### src/design/adp_pkg.sv
// ----------------------------------------------------------------------------
// adp_pkg
// Widths and fixed constants shared by the deadline pacer and its channels.
// ----------------------------------------------------------------------------
package adp_pkg;

   localparam int NOW_W    = 63;   // now_ns, wait_ns
   localparam int TIME_W   = 64;   // deadline and adder width
   localparam int FRAMES_W = 20;   // frames_served port
   localparam int RATE_W   = 19;   // sample_rate
   localparam int LAG_W    = 30;   // max_lag_ns register
   localparam int NS_W     = 30;   // bits of one second in ns

   localparam logic [TIME_W-1:0] NS_PER_SEC   = 64'd1000000000;
   localparam logic [LAG_W-1:0]  LAG_RESET_NS = 30'd50000000;

   // pace request modes
   localparam logic MODE_PACE  = 1'b0;
   localparam logic MODE_RESET = 1'b1;

endpackage

### src/design/adp_ifs.sv
// ----------------------------------------------------------------------------
// adp channel interfaces
// Valid/ready word channels for pace requests, responses and the CSR write.
// ----------------------------------------------------------------------------
interface adp_req_if;
   logic                         valid;
   logic                         ready;
   logic                         mode;
   logic [adp_pkg::NOW_W-1:0]    now_ns;
   logic [adp_pkg::FRAMES_W-1:0] frames_served;
   logic [adp_pkg::RATE_W-1:0]   sample_rate;

   modport source (output valid, mode, now_ns, frames_served, sample_rate, input ready);
   modport sink   (input valid, mode, now_ns, frames_served, sample_rate, output ready);
endinterface

interface adp_rsp_if;
   logic                      valid;
   logic                      ready;
   logic [adp_pkg::NOW_W-1:0] wait_ns;
   logic                      baseline_reset;
   logic                      ignored;

   modport source (output valid, wait_ns, baseline_reset, ignored, input ready);
   modport sink   (input valid, wait_ns, baseline_reset, ignored, output ready);
endinterface

interface adp_csr_if;
   logic                      valid;
   logic                      ready;
   logic [adp_pkg::LAG_W-1:0] data;

   modport source (output valid, data, input ready);
   modport sink   (input valid, data, output ready);
endinterface

### src/design/audio_deadline_pacer_top.sv
// ----------------------------------------------------------------------------
// audio_deadline_pacer_top
// Paces audio delivery: tracks a deadline and tells the caller how long to wait.
// ----------------------------------------------------------------------------
// Usage:
//   req_if  - one word per audio buffer: mode, now_ns, frames_served,
//             sample_rate. Taken only while the sequencer is idle.
//   rsp_if  - exactly one word per request: wait_ns, baseline_reset, ignored.
//   csr_if  - writes max_lag_ns; always ready, write only while idle.
// Sequence: a pace request steps through F = min(FRAME_BITS, 20) shift-add
//   steps that form frames*1e9, then F+30 restoring steps that divide it by
//   the rate, then add, gap and, if the gap is not positive, lag and compare,
//   all on the same 64-bit adder. A reset request or a zero rate goes straight
//   to the response. A new request is taken only after the previous result
//   has left the sequencer; the single shared adder serialises the steps.
// Reset: clears started, last rate, deadline and the response valid flag;
//   max_lag_ns returns to 50 ms.
// Stall: the response sits in an output register. A new request is taken while
//   it waits; a finished result then holds in the sequencer until the
//   receiver drains the older word.
// ----------------------------------------------------------------------------
module audio_deadline_pacer_top #(
   parameter int FRAME_BITS = 20
) (
   input  logic   clock,
   input  logic   reset,
   adp_req_if.sink   req_if,
   adp_rsp_if.source rsp_if,
   adp_csr_if.sink   csr_if
);

   localparam int TW     = adp_pkg::TIME_W;
   localparam int RW     = adp_pkg::RATE_W;
   // frames bits that survive the FRAME_BITS mask
   localparam int FW     = (FRAME_BITS < adp_pkg::FRAMES_W) ? FRAME_BITS : adp_pkg::FRAMES_W;
   // width of frames * 1e9
   localparam int PROD_W = FW + adp_pkg::NS_W;
   localparam int CNT_W  = $clog2(PROD_W + 1);

   typedef enum logic [2:0] {
      ST_IDLE, ST_MUL, ST_DIV, ST_ADD, ST_GAP, ST_LAG, ST_CMP, ST_FINISH
   } state_type;

   state_type                   state_ff;
   logic [CNT_W-1:0]            cnt_ff;
   logic [TW-1:0]               acc_ff;      // product, then quotient, then lag
   logic [RW-1:0]               rem_ff;
   logic [FW-1:0]               frames_ff;
   logic [RW-1:0]               rate_ff;
   logic [adp_pkg::NOW_W-1:0]   now_ff;

   logic                        started_ff;
   logic [RW-1:0]               last_rate_ff;
   logic [TW-1:0]               deadline_ff;
   logic [adp_pkg::LAG_W-1:0]   max_lag_ff;

   logic [adp_pkg::NOW_W-1:0]   pend_wait_ff;
   logic                        pend_reset_ff;
   logic                        pend_ign_ff;

   logic                        rsp_valid_ff;
   logic [adp_pkg::NOW_W-1:0]   rsp_wait_ff;
   logic                        rsp_reset_ff;
   logic                        rsp_ign_ff;

   // shared adder: sum = a + b, or a - b with carry = no borrow
   logic [TW-1:0] op_a;
   logic [TW-1:0] op_b;
   logic          op_sub;
   logic [TW:0]   sum;
   logic          carry;
   logic          qbit;
   logic          req_fire;
   logic          rsp_load;

   assign req_if.ready = (state_ff == ST_IDLE);
   assign req_fire     = req_if.valid && req_if.ready;
   assign csr_if.ready = 1'b1;

   // a finished word moves into the output register once it is free
   assign rsp_load = (state_ff == ST_FINISH) && (!rsp_valid_ff || rsp_if.ready);

   assign rsp_if.valid          = rsp_valid_ff;
   assign rsp_if.wait_ns        = rsp_wait_ff;
   assign rsp_if.baseline_reset = rsp_reset_ff;
   assign rsp_if.ignored        = rsp_ign_ff;

   // operand select for the one adder
   always_comb begin
      op_a   = '0;
      op_b   = '0;
      op_sub = 1'b0;
      unique case (state_ff)
         ST_MUL: begin
            // MSB-first shift-add of frames * 1e9
            op_a = {acc_ff[TW-2:0], 1'b0};
            op_b = frames_ff[FW-1] ? adp_pkg::NS_PER_SEC : '0;
         end
         ST_DIV: begin
            // restoring step: shift in next dividend bit, try subtracting rate
            op_a   = {{(TW-RW-1){1'b0}}, rem_ff, acc_ff[PROD_W-1]};
            op_b   = {{(TW-RW){1'b0}}, rate_ff};
            op_sub = 1'b1;
         end
         ST_ADD: begin
            op_a = deadline_ff;
            op_b = acc_ff;
         end
         ST_GAP: begin
            op_a   = deadline_ff;
            op_b   = {1'b0, now_ff};
            op_sub = 1'b1;
         end
         ST_LAG: begin
            op_a   = {1'b0, now_ff};
            op_b   = deadline_ff;
            op_sub = 1'b1;
         end
         ST_CMP: begin
            // carry clear means lag > max_lag
            op_a   = {{(TW-adp_pkg::LAG_W){1'b0}}, max_lag_ff};
            op_b   = acc_ff;
            op_sub = 1'b1;
         end
         default: begin
            op_a   = '0;
            op_b   = '0;
            op_sub = 1'b0;
         end
      endcase
   end

   assign sum   = {1'b0, op_a} + {1'b0, op_b ^ {TW{op_sub}}} + {{TW{1'b0}}, op_sub};
   assign carry = sum[TW];
   assign qbit  = carry;

   always_ff @(posedge clock) begin
      if (reset) begin
         state_ff      <= ST_IDLE;
         rsp_valid_ff  <= 1'b0;
         started_ff    <= 1'b0;
         last_rate_ff  <= '0;
         deadline_ff   <= '0;
         max_lag_ff    <= adp_pkg::LAG_RESET_NS;
      end else begin
         if (csr_if.valid) begin
            max_lag_ff <= csr_if.data;
         end

         // load a finished word, or drain the output register
         if (rsp_load) begin
            rsp_valid_ff <= 1'b1;
         end else if (rsp_valid_ff && rsp_if.ready) begin
            rsp_valid_ff <= 1'b0;
         end

         unique case (state_ff)
            ST_IDLE: begin
               if (req_fire) begin
                  pend_wait_ff  <= '0;
                  pend_reset_ff <= 1'b0;
                  pend_ign_ff   <= 1'b0;
                  priority if (req_if.mode == adp_pkg::MODE_RESET) begin
                     started_ff <= 1'b0;
                     state_ff   <= ST_FINISH;
                  end else if (req_if.sample_rate == '0) begin
                     pend_ign_ff <= 1'b1;
                     state_ff    <= ST_FINISH;
                  end else begin
                     if (!started_ff || (last_rate_ff != req_if.sample_rate)) begin
                        started_ff   <= 1'b1;
                        last_rate_ff <= req_if.sample_rate;
                        deadline_ff  <= {1'b0, req_if.now_ns};
                     end
                     now_ff    <= req_if.now_ns;
                     frames_ff <= req_if.frames_served[FW-1:0];
                     rate_ff   <= req_if.sample_rate;
                     acc_ff    <= '0;
                     cnt_ff    <= CNT_W'(FW - 1);
                     state_ff  <= ST_MUL;
                  end
               end
            end
            ST_MUL: begin
               acc_ff    <= sum[TW-1:0];
               frames_ff <= frames_ff << 1;
               if (cnt_ff == '0) begin
                  rem_ff   <= '0;
                  cnt_ff   <= CNT_W'(PROD_W - 1);
                  state_ff <= ST_DIV;
               end else begin
                  cnt_ff <= cnt_ff - 1'b1;
               end
            end
            ST_DIV: begin
               // remainder stays below rate, so 19 bits hold it
               rem_ff <= carry ? sum[RW-1:0] : op_a[RW-1:0];
               acc_ff <= {{(TW-PROD_W){1'b0}}, acc_ff[PROD_W-2:0], qbit};
               if (cnt_ff == '0) begin
                  state_ff <= ST_ADD;
               end else begin
                  cnt_ff <= cnt_ff - 1'b1;
               end
            end
            ST_ADD: begin
               deadline_ff <= sum[TW-1:0];
               state_ff    <= ST_GAP;
            end
            ST_GAP: begin
               // positive gap: wait; otherwise check the lag
               if ((sum[TW-1:0] != '0) && !sum[TW-1]) begin
                  pend_wait_ff <= sum[adp_pkg::NOW_W-1:0];
                  state_ff     <= ST_FINISH;
               end else begin
                  state_ff <= ST_LAG;
               end
            end
            ST_LAG: begin
               acc_ff   <= sum[TW-1:0];
               state_ff <= ST_CMP;
            end
            ST_CMP: begin
               if (!carry) begin
                  deadline_ff   <= {1'b0, now_ff};
                  pend_reset_ff <= 1'b1;
               end
               state_ff <= ST_FINISH;
            end
            ST_FINISH: begin
               // hold until the output register is free
               if (rsp_load) begin
                  rsp_wait_ff  <= pend_wait_ff;
                  rsp_reset_ff <= pend_reset_ff;
                  rsp_ign_ff   <= pend_ign_ff;
                  state_ff     <= ST_IDLE;
               end
            end
            default: begin
               state_ff <= ST_IDLE;
            end
         endcase
      end
   end

   // a taken request closes the input until its result is out
   a_busy_after_accept: assert property (@(posedge clock) disable iff (reset)
      req_fire |=> !req_if.ready)
      else $error("request accepted while sequencer busy");

   // a pace request with a nonzero rate leaves the pacer started
   a_started_after_pace: assert property (@(posedge clock) disable iff (reset)
      (req_fire && (req_if.mode == adp_pkg::MODE_PACE) && (req_if.sample_rate != '0))
      |=> started_ff)
      else $error("started flag not set by pace request");

   // an ignored request reports neither wait nor baseline reset
   a_ignored_clean: assert property (@(posedge clock) disable iff (reset)
      (rsp_valid_ff && rsp_ign_ff) |-> ((rsp_wait_ff == '0) && !rsp_reset_ff))
      else $error("ignored response carries wait or reset");

   // a baseline reset never comes with a wait
   a_reset_no_wait: assert property (@(posedge clock) disable iff (reset)
      (rsp_valid_ff && rsp_reset_ff) |-> (rsp_wait_ff == '0))
      else $error("baseline reset with nonzero wait");

   // a stalled response word holds its value
   a_rsp_hold: assert property (@(posedge clock) disable iff (reset)
      (rsp_valid_ff && !rsp_if.ready) |=> (rsp_valid_ff && $stable(rsp_wait_ff)))
      else $error("stalled response changed");

endmodule
### src/flat_wrapper.sv
// flat-port wrapper written by rule: the top's interface ports become plain ports
module audio_deadline_pacer_top_flat 
#(
   parameter int FRAME_BITS = 20
)
  (clock, reset, req_if_valid, req_if_mode, req_if_now_ns, req_if_frames_served, req_if_sample_rate, req_if_ready, rsp_if_valid, rsp_if_wait_ns, rsp_if_baseline_reset, rsp_if_ignored, rsp_if_ready, csr_if_valid, csr_if_data, csr_if_ready);
  adp_req_if req_if_i ();
  adp_rsp_if rsp_if_i ();
  adp_csr_if csr_if_i ();
  input  logic clock;
  input  logic reset;
  input wire logic [$bits(req_if_i.valid)-1:0] req_if_valid;
  input wire logic [$bits(req_if_i.mode)-1:0] req_if_mode;
  input wire logic [$bits(req_if_i.now_ns)-1:0] req_if_now_ns;
  input wire logic [$bits(req_if_i.frames_served)-1:0] req_if_frames_served;
  input wire logic [$bits(req_if_i.sample_rate)-1:0] req_if_sample_rate;
  output wire logic [$bits(req_if_i.ready)-1:0] req_if_ready;
  output wire logic [$bits(rsp_if_i.valid)-1:0] rsp_if_valid;
  output wire logic [$bits(rsp_if_i.wait_ns)-1:0] rsp_if_wait_ns;
  output wire logic [$bits(rsp_if_i.baseline_reset)-1:0] rsp_if_baseline_reset;
  output wire logic [$bits(rsp_if_i.ignored)-1:0] rsp_if_ignored;
  input wire logic [$bits(rsp_if_i.ready)-1:0] rsp_if_ready;
  input wire logic [$bits(csr_if_i.valid)-1:0] csr_if_valid;
  input wire logic [$bits(csr_if_i.data)-1:0] csr_if_data;
  output wire logic [$bits(csr_if_i.ready)-1:0] csr_if_ready;
  assign req_if_i.valid = req_if_valid;
  assign req_if_i.mode = req_if_mode;
  assign req_if_i.now_ns = req_if_now_ns;
  assign req_if_i.frames_served = req_if_frames_served;
  assign req_if_i.sample_rate = req_if_sample_rate;
  assign req_if_ready = req_if_i.ready;
  assign rsp_if_valid = rsp_if_i.valid;
  assign rsp_if_wait_ns = rsp_if_i.wait_ns;
  assign rsp_if_baseline_reset = rsp_if_i.baseline_reset;
  assign rsp_if_ignored = rsp_if_i.ignored;
  assign rsp_if_i.ready = rsp_if_ready;
  assign csr_if_i.valid = csr_if_valid;
  assign csr_if_i.data = csr_if_data;
  assign csr_if_ready = csr_if_i.ready;
  audio_deadline_pacer_top #(.FRAME_BITS(FRAME_BITS)) u_core (.clock(clock), .reset(reset), .req_if(req_if_i), .rsp_if(rsp_if_i), .csr_if(csr_if_i));
endmodule
### config.mk
export PLATFORM = sky130hd
export DESIGN_NAME = audio_deadline_pacer_top_flat
export DESIGN_NICKNAME = d
export VERILOG_FILES = /design/src/design/adp_pkg.sv /design/src/design/adp_ifs.sv /design/src/design/audio_deadline_pacer_top.sv /design/src/flat_wrapper.sv
export SDC_FILE = /design/constraint.sdc
export NUM_CORES = 1
export LEC_CHECK = 0
export BUFFER_PORTS_ARGS = -buffer_cell sky130_fd_sc_hd__buf_4
export CAP_MARGIN = 20
export CORE_UTILIZATION = 30
export DETAILED_ROUTE_END_ITERATION = 10
export PLACE_DENSITY = 0.47
export SLEW_MARGIN = 10
export SYNTH_ARGS = -nofsm -noshare
export SYNTH_HDL_FRONTEND = slang
export SYNTH_SLANG_ARGS = --single-unit
export TNS_END_PERCENT = 10
### constraint.sdc
create_clock -name clock -period 8.8 [get_ports clock]
set_input_delay 0.88 -clock clock [delete_from_list [all_inputs] [get_ports clock]]
set_output_delay 0.88 -clock clock [all_outputs]
set_load 0.005 [all_outputs]
* Word level (Yosys, flattened, before mapping) *
Cells that the tools add are included.

word-level totals
  bits in read-only memories = 0
  logic and storage cells = 130
  memory bits (writable) = 0
  latch bits = 0
  register bits after elaboration = 439
  memories = 0
  output and inout port bits = 68
  input bits = 138

cells by class
  multiplexer cells = 47
  divide/modulo/power cells = 0
  reductions and logical operators = 39
  equal/unequal tests = 19
  add/subtract/negate cells = 3
  shifts and indexed selects = 0
  bitwise gates (word level) = 4
  order comparisons = 0
  multipliers = 0

operators by type and width
  cell                number
  $pmux 64 s5         2
  $mux 64             8
  $pmux 64 s3         2
  $mux 63             2
  $pmux 63 s2         1
  $add 64x64->65      1
  $add 65x1->65       1
  $reduce_bool 64->1  1
  $xor 64x64->64      1
  $mux 20             3
  $pmux 20 s2         1
  $mux 19             2
  $pmux 19 s2         1
  $mux 30             1
  $mux 6              5
  $pmux 3 s8          1
  $reduce_and 5->1    4
  $logic_not 19->1    1
  $ne 19x19->1        1
  $mux 3              6
  $pmux 6 s3          1
  $reduce_and 4->1    4
  $ne 2x2->1 const B  7
  $eq 3x3->1 const B  4
  other kinds (19)    51

* Depth between registers and ports, before layout *
Gate-level depths: netlist of the first run.

  depth in word-level cells = 10
  mapped depth = 24
  mapped depth without buffers = 18

* Worst setup path after synthesis of the first run *
OpenSTA, ideal clock, no wires.

  kind = register to register
  start = reg u_core.state_ff[1]
  end = reg u_core.pend_wait_ff[0] (netlist bit), enable pin
  arrival = 7.907 ns
  period minus slack after synthesis = 8.414 ns
  library setup time = 0.506 ns
  slack = 0.386 ns
  stages on the path, launching flop included = 21
  data required time = 8.294 ns
  path buffers = 6
  path through = dfxtp_1 -> buf_4 -> clkbuf_1 -> clkbuf_1 -> buf_1 -> buf_1 -> mux2i_1 -> o22ai_1 -> ha_1 -> buf_2 -> and4_4 -> and2_1 -> a221o_1 -> a221oi_2 -> a2111o_1 -> a21oi_1 -> or4b_1 -> and2_1 -> o2111ai_1 -> nor4_2 -> o22ai_1

between the ends
  longest elaborated chain between the ends = 10
  elaborated cells on any way between the ends = 24
  those cells by class = add/sub: 2; eq/ne: 8; mux: 3; bitwise: 1; reduce/logical: 10

ends and longest elaborated chain
  element                                                       RTL line                         text
  start, declared                                               audio_deadline_pacer_top.sv:44   state_type state_ff;
  start signal, assigned                                        audio_deadline_pacer_top.sv:139  state_ff <= ST_IDLE;
  start signal, assigned                                        audio_deadline_pacer_top.sv:165  state_ff <= ST_FINISH;
  start signal, assigned                                        audio_deadline_pacer_top.sv:168  state_ff <= ST_FINISH;
  $eq 3x2->1, or another cell as far along                      audio_deadline_pacer_top.sv:93   unique case (state_ff)
  $reduce_or 2->1 (no line) or $reduce_or 4->1 (tied branches)  --
  $pmux 64 s5 or $mux 1 (tied branches)                         audio_deadline_pacer_top.sv:93
  $xor 64x64->64                                                audio_deadline_pacer_top.sv:133  assign sum = {1'b0, op_a} + {1'b0, op_b ^ {TW{op_sub}}} + {{TW{1'b0}}, op_sub};
  $add 64x64->65                                                audio_deadline_pacer_top.sv:133
  $add 65x1->65                                                 audio_deadline_pacer_top.sv:133
  $reduce_bool 64->1 or $logic_not 1->1 (tied branches)         audio_deadline_pacer_top.sv:211  if ((sum[TW-1:0] != '0) && !sum[TW-1]) begin
  $logic_and 1x1->1                                             audio_deadline_pacer_top.sv:211
  $ne 2x1->1 (no line)                                          --
  $reduce_and 4->1 (no line) *                                  --
  end signal, assigned                                          audio_deadline_pacer_top.sv:212  pend_wait_ff <= sum[adp_pkg::NOW_W-1:0];
  end, declared                                                 audio_deadline_pacer_top.sv:57   logic [adp_pkg::NOW_W-1:0] pend_wait_ff;

Mark *: on every way between the ends. The rest lies on a longest branch, timed or not.
A chain may end at the register's enable or synchronous reset.

* Worst setup path in the final report of the first run *
  start = reg u_core.state_ff[0]
  end = reg u_core.pend_wait_ff[13] (netlist bit), enable pin

Same word-level chain as after synthesis.

==> results of run 1 <==
[final cells by class]
class	count	area share, %
clock buffer	68	4.64
clock inverter	28	1.01
inverter	25	0.306
multi-input combinational	2086	43.1
sequential	439	39.2
tap	1144	4.67
timing repair buffer	286	7.11
[registers in the layout (all words and copies together) (netlist names), 20 cells and up]
register	flops
u_core.acc_ff	64
u_core.deadline_ff	64
u_core.frames_ff	20
u_core.max_lag_ff	30
u_core.now_ff	63
u_core.pend_wait_ff	63
u_core.rsp_if.wait_ns	63
[path summary, 6_finish.rpt]
path	end	slack [ps]	depth (start not counted)
setup / recovery	u_core.pend_wait_ff[13]	1000	20
setup reg to reg	u_core.pend_wait_ff[13]	1000	20
hold / removal	u_core.rsp_if.wait_ns[46]	410	0
hold reg to reg	u_core.rsp_if.wait_ns[46]	410	0
[cells in the mapped netlist, types with 5 or more instances]
master and count:
and2_1 41, buf_1 22, a31oi_1 11, a21oi_1 181
xor2_1 28, a22o_1 70, ha_1 65, and3_1 8
nand2_1 301, inv_1 23, o21ai_1 8, clkbuf_1 166
dfxtp_1 118, a31o_2 5, o21ai_0 267, a222oi_1 13
o211ai_1 15, and4_1 8, nand3_1 19, a221o_1 7
nand4_1 33, or3_1 11, a21oi_2 5, a221oi_1 15
o21a_1 10, nor2b_1 8, nor4_1 13, nor2_1 357
o21bai_1 6, a21o_1 34, o22ai_1 29, o221ai_1 14
nand2b_1 12, a211oi_1 76, nor3_1 42, mux2_2 35
edfxtp_1 321, xnor2_1 49, a22oi_1 17, buf_2 8
mux2i_1 190
[placed cells by master (no fill, tap or decap), drive strengths merged, types with 6 or more instances in the layout]
master	count
and3	8
buf	286
o211ai	15
clkinv	17
nor3	43
xor2	28
nor2	357
mux2i	190
inv	28
nand2b	12
nand2	301
o221ai	14
xnor2	49
a21o	34
a22o	70
o22ai	29
o21ai	276
a22oi	17
or3	11
ha	65
a21oi	187
nor4	14
nor2b	8
edfxtp	321
a222oi	13
clkbuf	68
a31oi	11
a211oi	80
a221oi	16
o21a	10
mux2	35
o21bai	6
dfxtp	118
nand4	33
a221o	7
and4	9
nand3	19
and2	41
[report_power, final]
part           switching [mW]  internal, mW  total, mW
sequential              0.482          2.85       3.34
combinational            5.65          2.68       8.33
clock                   0.920          1.29       2.21
[stage by stage]
step | setup slack (ps) | instances
finish | 997 | 4076
floorplan | 386 | 2753
CTS | 1210 | 4076
global placement | 1200 | 3978
detailed placement | 1260 | 3980
global route | 799 | 4076
[per-layer routing]
metal	routed length, um	share of wire (%)	global-route usage, %	up-vias
met1	50000	47	35.1	11352
met5	0	0	0	-
li1	-	-	-	10538
met3	7880	7.4	3.92	126
met4	2510	2.4	6.05	0
met2	45400	43	35.6	961
[logic make-up after synthesis]
| kind of cell | synth area share, % |
|---|---|
| AOI/OAI and AO/OA | 20.9 |
| xor gates and xnor gates | 2.59 |
| adders and majority gates | 3.20 |
| buffers and inverters | 3.46 |
| DFF | 46.1 |
| muxes | 8.83 |
| other | 0.0144 |
| and+or+nand+nor | 14.9 |
[worst register-to-register path, stage by stage (launching register included)]
cell and delay, ps:
dfxtp_4 500, buf_12 300, nor3b_2 750, buf_4 390, o21ai_1 170, and2_1 270
nand2_1 140, nand2_1 90, fa_1 490, nand2b_1 200, a2111oi_0 560, a211oi_1 230
or3_1 500, a21oi_1 440, or2_4 240, xor2_1 140, or4_1 530, or4_1 520
nor4_2 530, o22ai_4 150, buf_12 220
==> metrics.txt, run 1 <==
grt total ovfl 0; Filler cells 8638; port bufs 204; chip width 296 um; leakage power 11.3 nW; Avg Cell Area, Syn 9.45 um^2; Max Fclk 0.128 GHz; Pwr Density 453 nW/um^2; TritonCTS clock tree built; Final Max Slew Viols 0; Worst-Skew Late Latency 620 ps; Synth top area share 37.1%; HP Class flip-flop to flip-flop; CTS resizes 0; Clock H-tree levels 2; Worst Path Required roughly 9100 ps; crit path capture type flip-flop; total CTS buffers 51; worst r2r src u_core.state_ff[0]; Worst EP arrival 8090 ps; drt drc 0; Relative slew margins 21.7%; setup TNS 0 ps; Final period util 88.7%; Main synth FF type edfxtp_1; count of cell types in the netlist 90; DR pass1 iterations 8; hold-fix buffers at CTS 0; vias in the first global route between 20000 and 25000; DR WL/cell between 20 and 30 um; register bit count reported by yosys 439; Synth area leaders edfxtp_1 (37%), dfxtp_1 (9.1%), mux2i_1 (7.3%), nor2_1 (5.2%), o21ai_0 (5.1%); Total Routed Length 106000 um; Vias 22977; status finished clean; startpoint class of the critical path flip-flop; FP Rows 107; First DRT Iteration DRCs around 2200; Final Power 13.9 mW; cell taking the most area after synthesis edfxtp_1; first-pass GRT wire length 155000 um; Peak VDD IR between 0.2 and 0.25 mV; Ant. Diodes 0; Synth async-reset ratio 0%; final instance area 30600 um^2; Ports a little over 200; routed vias/inst around 5.6; Hold Crit Start u_core.pend_wait_ff[46]; core area between 80000 and 90000 um^2; clock skew 23.1 ps; antenna violations before repair 6; remaining antenna violation count 0; final setup violation count 0; post-synthesis cell count between 2000 and 3000; Finished Core Util 35.8%; Sink Count around 440; post-CTS setup buffers 0; RSZ-0062 raised after global routing no; CP max FO about 140; Die H 296 um; Netlist Area Pre-Place 26000 um^2; count of flip-flops with a built-in enable after synthesis 321; layout cell share with drive strength beyond 1 approximately 15%; Tot GR Track Use 23.8%; CP Cell Sequence buf_12, nor3b_2, buf_4, o21ai_1, and2_1, nand2_1, nand2_1, fa_1, nand2b_1, a2111oi_0, a211oi_1, or3_1, a21oi_1, or2_4, xor2_1, or4_1, or4_1, nor4_2, o22ai_4, buf_12; # Max-Cap Violations 0; cell family with most CP delay simple AND/OR/NAND/NOR gates; crit path launch u_core.state_ff[0]; count of final hold-check violations 0; WHS 413 ps; Tmin final 7800 ps; Clk Tree Root Cell clkbuf_16; max incr delay on CP 560 ps; post-layout net count 3093; Worst-path clk slew ~70 ps; worst-path cell with the longest stage delay a2111oi_0; cell area after placement around 29000 um^2; Buf+Inv Stages, Crit Path 3; Worst Tran Pin Value 1170 ps; sequential fraction of the synthesis area 46.1%; CTS max path bufs 3; Initial Util 30.4%; Multi-input gate area 13200 um^2; area growth from synthesis to layout 17.8%; largest net degree at the start of global routing about 140; GPL Wtd Cong ~0.96; WS Path Type flip-flop to flip-flop; hpwl dp 77400 um; syn_nets 2957; Warnings, synthesis 0; die footprint 87900 um^2; storage element area 12000 um^2
No activity file was read; power rests on OpenSTA's default activity.
==> inputs of run 2 (changes only) <==
CELL_PAD_IN_SITES_DETAIL_PLACEMENT = 1   (was unset)
CELL_PAD_IN_SITES_GLOBAL_PLACEMENT = 1   (was unset)
PLACE_DENSITY = 0.55   (was 0.47)
clock period = 7.2 ns   (was 8.8 ns; I/O delays follow)
==> run 2 against run 1 <==
Die area did not move. Critical path type unchanged. Hold slack got worse by 140 ps. Cell area rose by 2.2%. Final cell count rose by 1.8%. Largest cell class unchanged. Clock power rose by 29%.
==> metrics.txt, run 2 (synthesized netlist as in run 1, its figures left out) <==
Worst EP arrival 7180 ps (was 8090 ps); max incr delay on CP 750 ps (was 560 ps); Tot GR Track Use 25.8% (was 23.8%); Finished Core Util 36.6% (was 35.8%); remaining antenna violation count 0 (unchanged); clock share of power 15.9% (about the same); Setup WS post-layout 349 ps (was 997 ps); met3 wire length 6950 um (was 7880 um); die footprint 87900 um^2 (unchanged); worst-path cell with the longest stage delay nor4_1 (was a2111oi_0); Relative slew margins 20.4% (was 21.7%); total CTS buffers 53 (was 51); post-route insts no fill 4150 (was 4076); CP max FO 46 (was 143); post-layout net count 3164 (was 3093); count of final hold-check violations 0 (unchanged); final setup violation count 0 (unchanged); DR WL/cell 27.7 um (was 26.0 um); Max Fclk 0.146 GHz (was 0.128 GHz); Die H 296 um (unchanged); leakage power 11.6 nW (was 11.3 nW); reg-to-reg slack, setup 350 ps (was 1000 ps); post-placement cell count 4049 (was 3980); hold depth 1 (was 0); Peak VDD IR 0.281 mV (was 0.230 mV); sw frac 50.6% (was 50.8%); Worst R2R Path Depth 21 (was 20); commonest non-fill, non-tap cell in the layout nor2_1 (unchanged); Sink Count 439 (unchanged); # Max-Cap Violations 0 (unchanged); hold path endpoint u_core.now_ff[53] (was u_core.rsp_if.wait_ns[46]); pre-CTS setup slack 427 ps (was 1260 ps); RSZ-0062 raised after global routing no (unchanged); Total Routed Length 115000 um (was 106000 um); Initial Util 30.4% (unchanged); drt drc 0 (unchanged); routed vias/inst 5.62 (was 5.64); layout cell share with drive strength beyond 1 17.2% (was 15.4%); DR pass1 iterations 6 (was 8); Clock H-tree levels 2 (unchanged); core area 85500 um^2 (unchanged); antenna violations before repair 7 (was 6); worst r2r src u_core.state_ff[0] (unchanged); reg2reg end u_core.pend_wait_ff[31] (was u_core.pend_wait_ff[13]); grt total ovfl 0 (unchanged); Vias 23313 (was 22977); WHS 277 ps (was 413 ps); CTS resizes 0 (unchanged); Worst Path Required 7530 ps (was 9090 ps); cell family with most CP delay simple AND/OR/NAND/NOR gates (unchanged); Pwr Density 574 nW/um^2 (was 453 nW/um^2); top layer reached by signal wires met5 (was met4); CP Cell Sequence inv_1, buf_4, nand2_1, buf_4, o22ai_1, nand2_1, o21ai_0, ha_1, nand2_1, o21ai_0, nor2_1, a221o_1, a21o_1, a31oi_1, xor2_1, nor4_1, nand4_1, nor4_2, buf_4, o22ai_4, buf_12 (was buf_12, nor3b_2, buf_4, o21ai_1, and2_1, nand2_1, nand2_1, fa_1, nand2b_1, a2111oi_0, a211oi_1, or3_1, a21oi_1, or2_4, xor2_1, or4_1, or4_1, nor4_2, o22ai_4, buf_12); Final Max Slew Viols 0 (unchanged); TritonCTS clock tree built (unchanged); Clk Tree Root Cell clkbuf_16 (unchanged); largest net degree at the start of global routing 87 (was 144); GPL Wtd Cong 0.916 (was 0.959); Hold Crit Start req_if_now_ns[53] (was u_core.pend_wait_ff[46]); Worst-path clk slew 70 ps (about the same); clock skew 32.5 ps (was 23.1 ps); logic gate share of total power 61.7% (was 60.0%); Worst-Skew Late Latency 630 ps (was 620 ps); first-pass GRT wire length 166000 um (was 155000 um); Final period util 95.2% (was 88.7%); FP Rows 107 (unchanged); most frequent cells in the layout nor2_1 (353), buf_4 (349), edfxtp_1 (321), nand2_1 (300), o21ai_0 (267) (was nor2_1 (353), edfxtp_1 (321), nand2_1 (300), buf_4 (282), o21ai_0 (267)); cell area after placement 29500 um^2 (was 28900 um^2); First DRT Iteration DRCs 1842 (was 2236); status finished clean (unchanged); CTS max path bufs 3 (unchanged); Tmin final 6850 ps (was 7800 ps); port bufs 204 (unchanged); met1 WL 56200 um (was 50000 um); Worst Tran Pin Value 1190 ps (was 1170 ps); WS Path Type flip-flop to flip-flop (unchanged); chip width 296 um (unchanged); Reg power frac 22.4% (was 24.0%); Net Sw Power 9.10 mW (was 7.06 mW); vias in the first global route 23657 (was 22196); setup TNS 0 ps (unchanged); Pint 8.88 mW (was 6.82 mW); crit path capture type flip-flop (unchanged); Final Power 18.0 mW (was 13.9 mW); routed wl met2 48600 um (was 45400 um); Ports 206 (unchanged); Buf+Inv Stages, Crit Path 5 (was 3); post-CTS setup buffers 0 (unchanged); hpwl dp 85300 um (was 77400 um); final instance area 31300 um^2 (was 30600 um^2); Largest regs u_core.acc_ff (64), u_core.deadline_ff (64) (unchanged); startpoint class of the critical path flip-flop (unchanged); HP Class primary input to flip-flop (was flip-flop to flip-flop); hold-fix buffers at CTS 0 (unchanged); area growth from synthesis to layout 20.4% (was 17.8%)
## run 2: worst register-to-register path: cells and delay by family, from the launching register on
| kind | cells | cell delay (ps) |
|---|---|---|
| AO/OA/AOI/OAI | 7 | 2130 |
| XOR/XNOR | 1 | 290 |
| adder cells (fa/ha/maj) | 1 | 460 |
| buffers and inverters | 5 | 1030 |
| flip-flops | 1 | 450 |
| AND/OR/NAND/NOR | 7 | 2140 |
## run 2: power groups by stage
stage / clock, mW / combinational (mW) / sequential, mW
2_1_floorplan: 0 / 6.11 / 3.80
3_3_place_gp: 0 / 10.9 / 4.04
3_5_place_dp: 0 / 11.0 / 4.06
4_1_cts: 2.92 / 11.0 / 4.01
5_1_grt: 3.01 / 11.8 / 4.09
6_report: 2.85 / 11.1 / 4.03
## run 2: worst max path at each step
stage                        from                      end  slack (ps)  cells after the start
6_report       u_core.state_ff[0]  u_core.pend_wait_ff[31]         350                     21
5_1_grt        u_core.state_ff[0]  u_core.pend_wait_ff[48]          40                     22
2_1_floorplan  u_core.state_ff[1]   u_core.pend_wait_ff[0]         310                     20
4_1_cts        u_core.state_ff[0]  u_core.pend_wait_ff[31]         390                     22
3_5_place_dp   u_core.state_ff[1]   u_core.pend_wait_ff[6]         430                     21
3_3_place_gp   u_core.state_ff[0]   u_core.pend_wait_ff[4]         550                     22
## run 2: cell type report
cell class | instances | area (um^2)
clock buffers | 67 | 1460
diodes | 2 | 5.00
fillers | 9686 | 54200
multi-input cells | 2086 | 13200
repair buffers | 355 | 2720
clock inverters | 32 | 380
flip-flops and latches | 439 | 12000
inverters | 25 | 93.8
well taps | 1144 | 1430
## run 2: per-layer routing
metal  vias to the layer above  global-route usage, %
met1                     11784                   38.3
met2                       708                   38.5
met5                         -                      0
met4                         2                   6.51
li1                      10681                      -
met3                       138                   4.25
